## src/dwr_pkg.sv

```systemverilog
// Package for the double-ended queue with reverse.
// Holds sizing constants, the request code type and the structs passed
// between the controller and the top level. No dependencies.
package dwr_pkg;

  localparam int unsigned DEPTH       = 16;
  localparam int unsigned WORD_BITS   = 64;
  localparam int unsigned IDX_W       = (DEPTH > 1) ? $clog2(DEPTH) : 1;
  localparam int unsigned CNT_W       = $clog2(DEPTH + 1);
  localparam int unsigned VALUE_W     = 64;
  localparam int unsigned COUNT_OUT_W = 5;

  typedef enum logic [1:0] {
    ACT_PUSH_HEAD = 2'd0,
    ACT_PUSH_TAIL = 2'd1,
    ACT_POP_HEAD  = 2'd2,
    ACT_REVERSE   = 2'd3
  } action_e;

  typedef struct packed {
    logic             we;
    logic             re;
    logic [IDX_W-1:0] addr;
  } mem_req_t;

  typedef struct packed {
    logic             success;
    logic             popped;
    logic [CNT_W-1:0] count;
  } res_t;

endpackage

```

## src/dwr_ram.sv

```systemverilog
// Generic single-port synchronous RAM with a registered read.
// No dependencies.
module dwr_ram #(
  parameter int unsigned Depth = 16,
  parameter int unsigned Width = 64
) (
  input  logic                                      clk_i,
  input  logic                                      we_i,
  input  logic                                      re_i,
  input  logic [((Depth > 1) ? $clog2(Depth) : 1)-1:0] addr_i,
  input  logic [Width-1:0]                          wdata_i,
  output logic [Width-1:0]                          rdata_o
);

  logic [Width-1:0] mem [Depth];
  logic [Width-1:0] rdata_q;

  always_ff @(posedge clk_i) begin
    if (we_i) begin
      mem[addr_i] <= wdata_i;
    end
    if (re_i) begin
      rdata_q <= mem[addr_i];
    end
  end

  assign rdata_o = rdata_q;

endmodule

```

## src/dwr_ctrl.sv

```systemverilog
// Front index, occupancy and reversed flag; turns each request into a
// RAM access and a result descriptor. Depends on dwr_pkg.
module dwr_ctrl (
  input  logic              clk_i,
  input  logic              rst_ni,
  input  logic              accept_i,
  input  dwr_pkg::action_e  action_i,
  output dwr_pkg::mem_req_t mem_req_o,
  output dwr_pkg::res_t     res_o
);

  localparam logic [dwr_pkg::IDX_W-1:0] LastIdx = dwr_pkg::IDX_W'(dwr_pkg::DEPTH - 1);
  localparam logic [dwr_pkg::IDX_W:0]   DepthW  = (dwr_pkg::IDX_W + 1)'(dwr_pkg::DEPTH);
  localparam logic [dwr_pkg::CNT_W-1:0] FullCnt = dwr_pkg::CNT_W'(dwr_pkg::DEPTH);

  logic [dwr_pkg::IDX_W-1:0] front_q, front_d;
  logic [dwr_pkg::CNT_W-1:0] occ_q, occ_d;
  logic                      rev_q, rev_d;

  logic                      full, empty;
  logic [dwr_pkg::IDX_W-1:0] front_dec, front_inc, slot_hi, slot_last;
  logic [dwr_pkg::IDX_W:0]   sum_hi, sum_last;
  logic [dwr_pkg::CNT_W-1:0] occ_m1;

  assign full      = (occ_q == FullCnt);
  assign empty     = (occ_q == '0);
  assign occ_m1    = occ_q - 1'b1;
  assign front_dec = (front_q == '0) ? LastIdx : front_q - 1'b1;
  assign front_inc = (front_q == LastIdx) ? '0 : front_q + 1'b1;

  // slot just above the run, and the last occupied slot
  assign sum_hi    = {1'b0, front_q} + (dwr_pkg::IDX_W + 1)'(occ_q);
  assign sum_last  = {1'b0, front_q} + (dwr_pkg::IDX_W + 1)'(occ_m1);
  assign slot_hi   = (sum_hi   >= DepthW) ? dwr_pkg::IDX_W'(sum_hi - DepthW)
                                          : sum_hi[dwr_pkg::IDX_W-1:0];
  assign slot_last = (sum_last >= DepthW) ? dwr_pkg::IDX_W'(sum_last - DepthW)
                                          : sum_last[dwr_pkg::IDX_W-1:0];

  always_comb begin
    front_d        = front_q;
    occ_d          = occ_q;
    rev_d          = rev_q;
    mem_req_o      = '0;
    res_o.success  = 1'b0;
    res_o.popped   = 1'b0;
    case (action_i)
      dwr_pkg::ACT_PUSH_HEAD, dwr_pkg::ACT_PUSH_TAIL: begin
        if (!full) begin
          res_o.success = 1'b1;
          occ_d         = occ_q + 1'b1;
          mem_req_o.we  = accept_i;
          // head goes low in normal order, tail goes high
          if ((action_i == dwr_pkg::ACT_PUSH_HEAD) != rev_q) begin
            front_d        = front_dec;
            mem_req_o.addr = front_dec;
          end else begin
            mem_req_o.addr = slot_hi;
          end
        end
      end
      dwr_pkg::ACT_POP_HEAD: begin
        if (!empty) begin
          res_o.success = 1'b1;
          res_o.popped  = 1'b1;
          occ_d         = occ_m1;
          mem_req_o.re  = accept_i;
          if (rev_q) begin
            mem_req_o.addr = slot_last;
          end else begin
            mem_req_o.addr = front_q;
            front_d        = front_inc;
          end
        end
      end
      dwr_pkg::ACT_REVERSE: begin
        res_o.success = 1'b1;
        rev_d         = !rev_q;
      end
      default: begin
        res_o.success = 1'b0;
      end
    endcase
    res_o.count = occ_d;
  end

  always_ff @(posedge clk_i or negedge rst_ni) begin
    if (!rst_ni) begin
      front_q <= '0;
      occ_q   <= '0;
      rev_q   <= 1'b0;
    end else if (accept_i) begin
      front_q <= front_d;
      occ_q   <= occ_d;
      rev_q   <= rev_d;
    end
  end

endmodule

```

## src/deque_with_reverse.sv

```systemverilog
// Top level of the bounded double-ended queue with reverse.
// Depends on dwr_pkg, dwr_ctrl and dwr_ram.

// One request is taken per cycle while in_ready_o is high. The accepting edge
// updates the pointers and does the RAM access, and a removed word lands in the
// RAM's read register; the result register is loaded from there once the output
// stage can advance. A result register with its own valid lets one further
// request be taken while an earlier result waits. Words live in a 16-entry
// single-port RAM; reverse only toggles a flag. Entries are never read before
// written, so the RAM needs no clearing after reset.
module deque_with_reverse (
  input  logic                        clk_i,
  input  logic                        rst_ni,
  input  logic                        in_valid_i,
  output logic                        in_ready_o,
  input  logic [1:0]                  action_i,
  input  logic [dwr_pkg::VALUE_W-1:0] entry_value_i,
  output logic                        out_valid_o,
  input  logic                        out_ready_i,
  output logic                        success_o,
  output logic [dwr_pkg::VALUE_W-1:0] removed_value_o,
  output logic [dwr_pkg::COUNT_OUT_W-1:0] entry_count_o
);

  logic                          accept;
  logic                          s1_adv;
  dwr_pkg::mem_req_t             mem_req;
  dwr_pkg::res_t                 res;
  logic [dwr_pkg::WORD_BITS-1:0] rdata;

  logic                          s1_valid_q;
  dwr_pkg::res_t                 s1_res_q;
  logic                          out_valid_q;
  logic                          success_q;
  logic [dwr_pkg::VALUE_W-1:0]   removed_q;
  logic [dwr_pkg::COUNT_OUT_W-1:0] count_q;

  assign s1_adv     = !out_valid_q || out_ready_i;
  assign in_ready_o = !s1_valid_q || s1_adv;
  assign accept     = in_valid_i && in_ready_o;

  dwr_ctrl u_ctrl (
    .clk_i     (clk_i),
    .rst_ni    (rst_ni),
    .accept_i  (accept),
    .action_i  (dwr_pkg::action_e'(action_i)),
    .mem_req_o (mem_req),
    .res_o     (res)
  );

  dwr_ram #(
    .Depth (dwr_pkg::DEPTH),
    .Width (dwr_pkg::WORD_BITS)
  ) u_ram (
    .clk_i   (clk_i),
    .we_i    (mem_req.we),
    .re_i    (mem_req.re),
    .addr_i  (mem_req.addr),
    .wdata_i (entry_value_i[dwr_pkg::WORD_BITS-1:0]),
    .rdata_o (rdata)
  );

  always_ff @(posedge clk_i or negedge rst_ni) begin
    if (!rst_ni) begin
      s1_valid_q  <= 1'b0;
      out_valid_q <= 1'b0;
    end else begin
      if (in_ready_o) begin
        s1_valid_q <= in_valid_i;
      end
      if (s1_adv) begin
        out_valid_q <= s1_valid_q;
      end
    end
  end

  // read data holds while stage one stalls: no new request means no new read
  always_ff @(posedge clk_i) begin
    if (accept) begin
      s1_res_q <= res;
    end
    if (s1_adv && s1_valid_q) begin
      success_q <= s1_res_q.success;
      removed_q <= s1_res_q.popped ? dwr_pkg::VALUE_W'(rdata) : '0;
      count_q   <= dwr_pkg::COUNT_OUT_W'(s1_res_q.count);
    end
  end

  assign out_valid_o     = out_valid_q;
  assign success_o       = success_q;
  assign removed_value_o = removed_q;
  assign entry_count_o   = count_q;

endmodule

```

## config.mk

```make
export PLATFORM = sky130hd
export DESIGN_NAME = deque_with_reverse
export DESIGN_NICKNAME = d
export VERILOG_FILES = /design/src/dwr_pkg.sv /design/src/dwr_ram.sv /design/src/dwr_ctrl.sv /design/src/deque_with_reverse.sv
export SDC_FILE = /design/constraint.sdc
export NUM_CORES = 1
export LEC_CHECK = 0
export BUFFER_PORTS_ARGS = -buffer_cell sky130_fd_sc_hd__buf_2
export CORE_ASPECT_RATIO = 2
export CORE_UTILIZATION = 46
export DETAILED_ROUTE_END_ITERATION = 12
export MAX_ROUTING_LAYER = met4
export SKIP_CTS_REPAIR_TIMING = 1
export SYNTH_ARGS = -nofsm -noshare
export SYNTH_HDL_FRONTEND = slang
export SYNTH_HIERARCHICAL = 1
export SYNTH_SLANG_ARGS = --single-unit
```

## constraint.sdc

```tcl
create_clock -name clk_i -period 9.25 [get_ports clk_i]
set_clock_uncertainty 0.15 [all_clocks]
set_input_delay 0.925 -clock clk_i [delete_from_list [all_inputs] [get_ports clk_i]]
set_output_delay 0.925 -clock clk_i [all_outputs]
set_load 0.05 [all_outputs]
```

==> results of run 1 <==
flip-flops by register name, indices dropped and copies added, names as in the netlist:
register / cells
out_valid_o: 1
u_ram/rdata_o: 64
success_o: 1
s1_valid_q: 1
entry_count_o: 5
u_ram/mem: 1024
u_ctrl/occ_q: 5
u_ctrl/front_q: 4
u_ctrl/rev_q: 1
removed_value_o: 64
s1_res_q: 7
final timing paths:
check	startpoint	end	slack (ns)	cells past startpoint
max	u_ctrl/occ_q[0]	u_ram/rdata_o[34]	4.12	11
min	s1_res_q[6]	success_o	0.27	0
max reg2reg	u_ctrl/occ_q[0]	u_ram/rdata_o[34]	4.12	11
min reg2reg	s1_res_q[6]	success_o	0.27	0
max in group asynchronous	rst_ni	u_ctrl/front_q[3]	8.18	2
min in group asynchronous	rst_ni	u_ctrl/rev_q	0.51	2
report_power, final:
part           switching (W)  internal [W]  total, W
registers           0.000156       0.00649   0.00665
logic                0.00305       0.00223   0.00528
clock network        0.00188       0.00220   0.00409
total                0.00509        0.0109    0.0160
synth_stat cells, types with 2 or more instances:
cell type / instances
edfxtp_1: 1165
mux4_2: 256
a22oi_1: 128
nand2_1: 77
and2_2: 64
clkbuf_1: 45
buf_2: 29
nor2_1: 21
o21ai_0: 17
a21oi_1: 12
dfrtp_1: 12
xnor2_1: 11
ha_1: 10
buf_1: 9
inv_1: 8
buf_4: 7
nand2b_1: 7
clkbuf_2: 6
and2_1: 5
nand3_1: 5
a31oi_1: 4
nor2b_1: 4
nor3_1: 4
a21o_1: 3
buf_6: 3
mux2i_1: 3
nand3b_1: 3
o22ai_1: 3
xor2_1: 3
fa_1: 2
nand4_1: 2
o211ai_1: 2
layout make-up:
cell class                      count  area (um2)  area share
Inverter                            9        33.8    0.000678
Tap cell                         1215        1520      0.0305
Multi-Input combinational cell    661        8630       0.173
Antenna cell                       14        35.0    0.000703
Clock buffer                      125        2680      0.0538
Timing Repair Buffer              189        1170      0.0235
Sequential cell                  1177       35300       0.708
Clock inverter                     60         453     0.00909
routing by layer:
| metal | GRT usage | share of wire | vias up |
|---|---|---|---|
| li1 | - | - | 8550 |
| met1 | 0.266 | 0.40 | 11000 |
| met2 | 0.372 | 0.52 | 646 |
| met3 | 0.0383 | 0.057 | 156 |
| met4 | 0.0689 | 0.025 | 0 |
| met5 | - | 0 | - |
logic make-up after synthesis:
group,synth area share
buffers and inverters,0.0113
flip-flops,0.797
XOR/XNOR,0.00314
AO/OA/AOI/OAI,0.0281
adder cells (fa/ha/maj),0.00373
multiplexers,0.131
AND/OR/NAND/NOR,0.0251
stage by stage:
| step | instance area [um2] | util | setup WS, ns | instances |
|---|---|---|---|---|
| global route | 49800 | 0.524 | 3.82 | 3450 |
| detailed placement | 46600 | 0.490 | 3.84 | 3250 |
| floorplan | 44200 | - | 1.44 | 1946 |
| CTS | 49800 | 0.523 | 4.11 | 3435 |
| finish | 49800 | 0.524 | 4.12 | 3450 |
| global placement | 46600 | 0.490 | 3.90 | 3250 |
==> flow_metrics.tcl, run 1 <==
set metrics [dict create \
    outcome "completed" \
    die_h_um 441 \
    grt_use_total 0.218 \
    timing.final.crit_share 0.555 \
    wl_per_cell_um 29.3 \
    num-fill-cells 7253 \
    globalplace.congestion 0.804 \
    synth_cells 1946 \
    arrival_ns 5.42 \
    netlist.area_leader.share 0.791 \
    drc 0 \
    initial_core_util 0.465 \
    yosysTopAreaCell "edfxtp_1" \
    grt_pass1_wl_mm 147 \
    final_net_count 2221 \
    clock_latency_ns 0.69 \
    ioPinCount 142 \
    cts.clk_slew.worst_paths_ns 0.07 \
    path_class "register to register" \
    critPathSlowestCell "o22ai_4" \
    htreeDepth 3 \
    critPathBufInv 3 \
    p_leak_nw 15.8 \
    synthArstFlopShare 0.0102 \
    final_common_cell "edfxtp_1" \
    cpLargestDelayFamily "buffers and inverters" \
    cts-root-buf "clkbuf_16" \
    synth_edf_count 1165 \
    whs_ns 0.274 \
    peakVddDrop_mv 0.369 \
    ys.flop_type "edfxtp_1" \
    final_cell_mix "1165 x edfxtp_1, 256 x mux4_2, 141 x buf_2" \
    port_buffers 141 \
    power_density_mw_per_mm2 321 \
    p_total_w 0.0160 \
    hold_viol_final 0 \
    antenna_found_initial 21 \
    dieArea_mm2 0.0975 \
    hpwl_mm 51.3 \
    routed_wl_mm 101 \
    crit_chain "inv_1, ha_1, fa_1, nand2_1, o21ai_0, o22ai_4, buf_12, buf_12, mux4_2, a22oi_1, nand2_1" \
    ys_types 48 \
    numCtsBuffers 101 \
    rsz0062_at_grt "no" \
    timing.fmax_mhz 195 \
    min_path_type "register to register" \
    maxCapViolCount 0 \
    synth_nets 2028 \
    synth_area_leaders "edfxtp_1 79%, mux4_2 13%, a22oi_1 2.2%" \
    ant_nets 0 \
    fin_crit_ns 5.13 \
    seq_area_frac_synth 0.797 \
    vias 20300 \
    areaGrowthSynthToFinish_pct 12.6 \
    clk_path_buf_depth 3 \
    required_ns 9.53 \
    max_slew.worst_pin.slew_ns 1.15 \
    crit_fanout 123 \
    grt-ovfl-total 0 \
    viasPerCell 5.89 \
    cp-start-kind "register" \
    netlist_area_mm2 0.0442 \
    dr.pass1.iters 5 \
    report.final.slew_viol_count 0 \
    grt_pass1_vias 21700 \
    critPathMaxStageDelay_ns 0.74 \
    yosys_warnings 6 \
    drt_iter0_markers 1703 \
    setup_viol 0 \
    grt_max_degree 124 \
    clkSinkCount 1177 \
    ys_ff_latch 1177 \
    tns_ns 0 \
    tritoncts "done" \
    end_kind "register" \
    drive_above_1_share 0.307 \
    dieWidth_um 221 \
    relSlewSlack 0.236 \
    num_rows 160 \
    core_mm2 0.0951 \
    avgSynthCellArea_um2 22.7 \
]
(Power assumes the default switching activity.)
==> run 2, diff against run 1 <==
==> constraint.sdc (replaced) <==
create_clock -name clk_i -period 4.8 [get_ports clk_i]
set_clock_uncertainty 0.15 [all_clocks]
set_input_delay 0.48 -clock clk_i [delete_from_list [all_inputs] [get_ports clk_i]]
set_output_delay 0.48 -clock clk_i [all_outputs]
set_load 0.05 [all_outputs]
==> run 2 against run 1 <==
Compared with the run above: final area rose by 1.3%; clock power rose by 99%; via count fell by 0.78%; register-to-register slack got worse by 3.4 ns; combinational power rose by 99%; total power rose by 97%.
==> flow_metrics.tcl, run 2 (synthesis results as in run 1) <==
set metrics [dict create \
    outcome "completed" \
    ant_nets 0 \
    r2r_slack_ns 0.73 \
    ioPinCount 142 \
    antenna_found_initial 7 \
    drc 0 \
    num_rows 160 \
    initial_core_util 0.465 \
    rsz0062_at_grt "no" \
    max_slew.worst_pin.slew_ns 0.922 \
    timing.final.crit_share 0.847 \
    critPathCapture "u_ram/rdata_o[33]" \
    numCtsBuffers 98 \
    core_mm2 0.0951 \
    fin_util 0.531 \
    clock_latency_ns 0.70 \
    clkSinkCount 1177 \
    cts.clk_slew.worst_paths_ns 0.07 \
    drt_iter0_markers 1732 \
    hpwl_mm 54.3 \
    grt_max_degree 79 \
    die_h_um 441 \
    r2r_start "u_ctrl/occ_q[0]" \
    end_kind "register" \
    dr.pass1.iters 6 \
    crit_chain "inv_1, ha_1, inv_1, ha_1, a21o_1, a21oi_1, xnor2_1, a211o_1, o211ai_2, nor2b_4, buf_4, a22oi_1, nand2_1" \
    p_leak_nw 16.0 \
    viasPerCell 5.81 \
    maxCapViolCount 0 \
    routed_wl_mm 98.9 \
    grt-ovfl-total 0 \
    power_density_mw_per_mm2 624 \
    crit_fanout 20 \
    vias 20200 \
    grt_pass1_vias 21600 \
    final_net_count 2244 \
    whs_ns 0.000767 \
    cp-start-kind "register" \
    htreeDepth 3 \
    wl_per_cell_um 28.5 \
    peakVddDrop_mv 0.713 \
    grt_pass1_wl_mm 146 \
    required_ns 5.21 \
    top_register "u_ram/mem" \
    timing.fmax_mhz 246 \
    critPathMaxStageDelay_ns 0.80 \
    critPathSlowestCell "nor2b_4" \
    min_path_type "primary input to register" \
    place_area_mm2 0.0471 \
    final_common_cell "edfxtp_1" \
    r2r_cells 13 \
    report.final.slew_viol_count 0 \
    dieArea_mm2 0.0975 \
    r2r-end "u_ram/rdata_o[33]" \
    drive_above_1_share 0.314 \
    clk_path_buf_depth 3 \
    dieWidth_um 221 \
    tns_ns 0 \
    final_cell_mix "1165 x edfxtp_1, 256 x mux4_2, 141 x buf_2" \
    cts-root-buf "clkbuf_16" \
    relSlewSlack 0.385 \
    largest_reg_flops 1024 \
    fin_crit_ns 4.07 \
    grt_use_total 0.215 \
    hold_viol_final 0 \
    globalplace.congestion 0.757 \
    tritoncts "done" \
    arrival_ns 4.47 \
    stdcell_area_mm2 0.0505 \
    setup_viol 0 \
    port_buffers 141 \
    startpoint "u_ctrl/occ_q[0]" \
    areaGrowthSynthToFinish_pct 14.1 \
    path_class "register to register" \
]
==> run 2: changes by cell type in the layout (fill, tap and decap cells not counted), moves of 6 or more <==
cell	change
dlygate4sd3_1	+7
diode_2	-6
buf_12	+26
buf_4	-7
bufinv_16	+8
==> run 2: power breakdown <==
| group | switching, W | internal, W |
|---|---|---|
| clock network | 0.00362 | 0.00453 |
| registers | 0.000302 | 0.0125 |
| logic | 0.00596 | 0.00457 |
==> run 2: routing by layer <==
layer,share of wire,track usage,vias to the layer above
met3,0.048,0.0316,135
met1,0.38,0.251,10900
met4,0.022,0.0601,0
li1,-,-,8604
met5,0,-,-
met2,0.55,0.385,534
==> run 2: cell type report <==
| type | count | area (um2) |
|---|---|---|
| inverters | 9 | 33.8 |
| fillers | 7183 | 44600 |
| clock inverters | 64 | 682 |
| diodes | 8 | 20.0 |
| multi-input cells | 661 | 8660 |
| repair buffers | 215 | 1710 |
| well taps | 1215 | 1520 |
| flip-flops and latches | 1177 | 35300 |
| clock buffers | 117 | 2570 |
==> run 2: worst min-delay path by stage <==
stage | start | end | slack, ns | cells after the start
floorplan | rst_ni | out_valid_o | 0.03 | 0
global placement | rst_ni | u_ctrl/front_q[1] | 0.24 | 1
detailed placement | rst_ni | u_ctrl/rev_q | 0.25 | 1
CTS | rst_ni | u_ctrl/rev_q | -0.51 | 1
global route | entry_value_i[44] | u_ram/mem[6][44] | 0.0007 | 1
finish | action_i[0] | u_ctrl/rev_q | 0.0008 | 3
==> run 2: per-stage QoR <==
stage	cells	total power (W)	setup WS (ns)
after floorplan	1946	0.0203	-1.01
after global placement	3269	0.0236	0.727
after detailed placement	3269	0.0238	0.702
after CTS	3450	0.0319	0.719
after global routing	3465	0.0328	0.528
final	3466	0.0315	0.734
==> run 2: worst max-delay path: cells and delay by family, from the launching register on <==
kind,cells,cell delay (ns)
fa+ha+maj,2,0.64
buf+inv,3,0.61
xor+xnor,1,0.10
simple gates,2,0.88
flops,1,0.51
compound gates,5,1.01
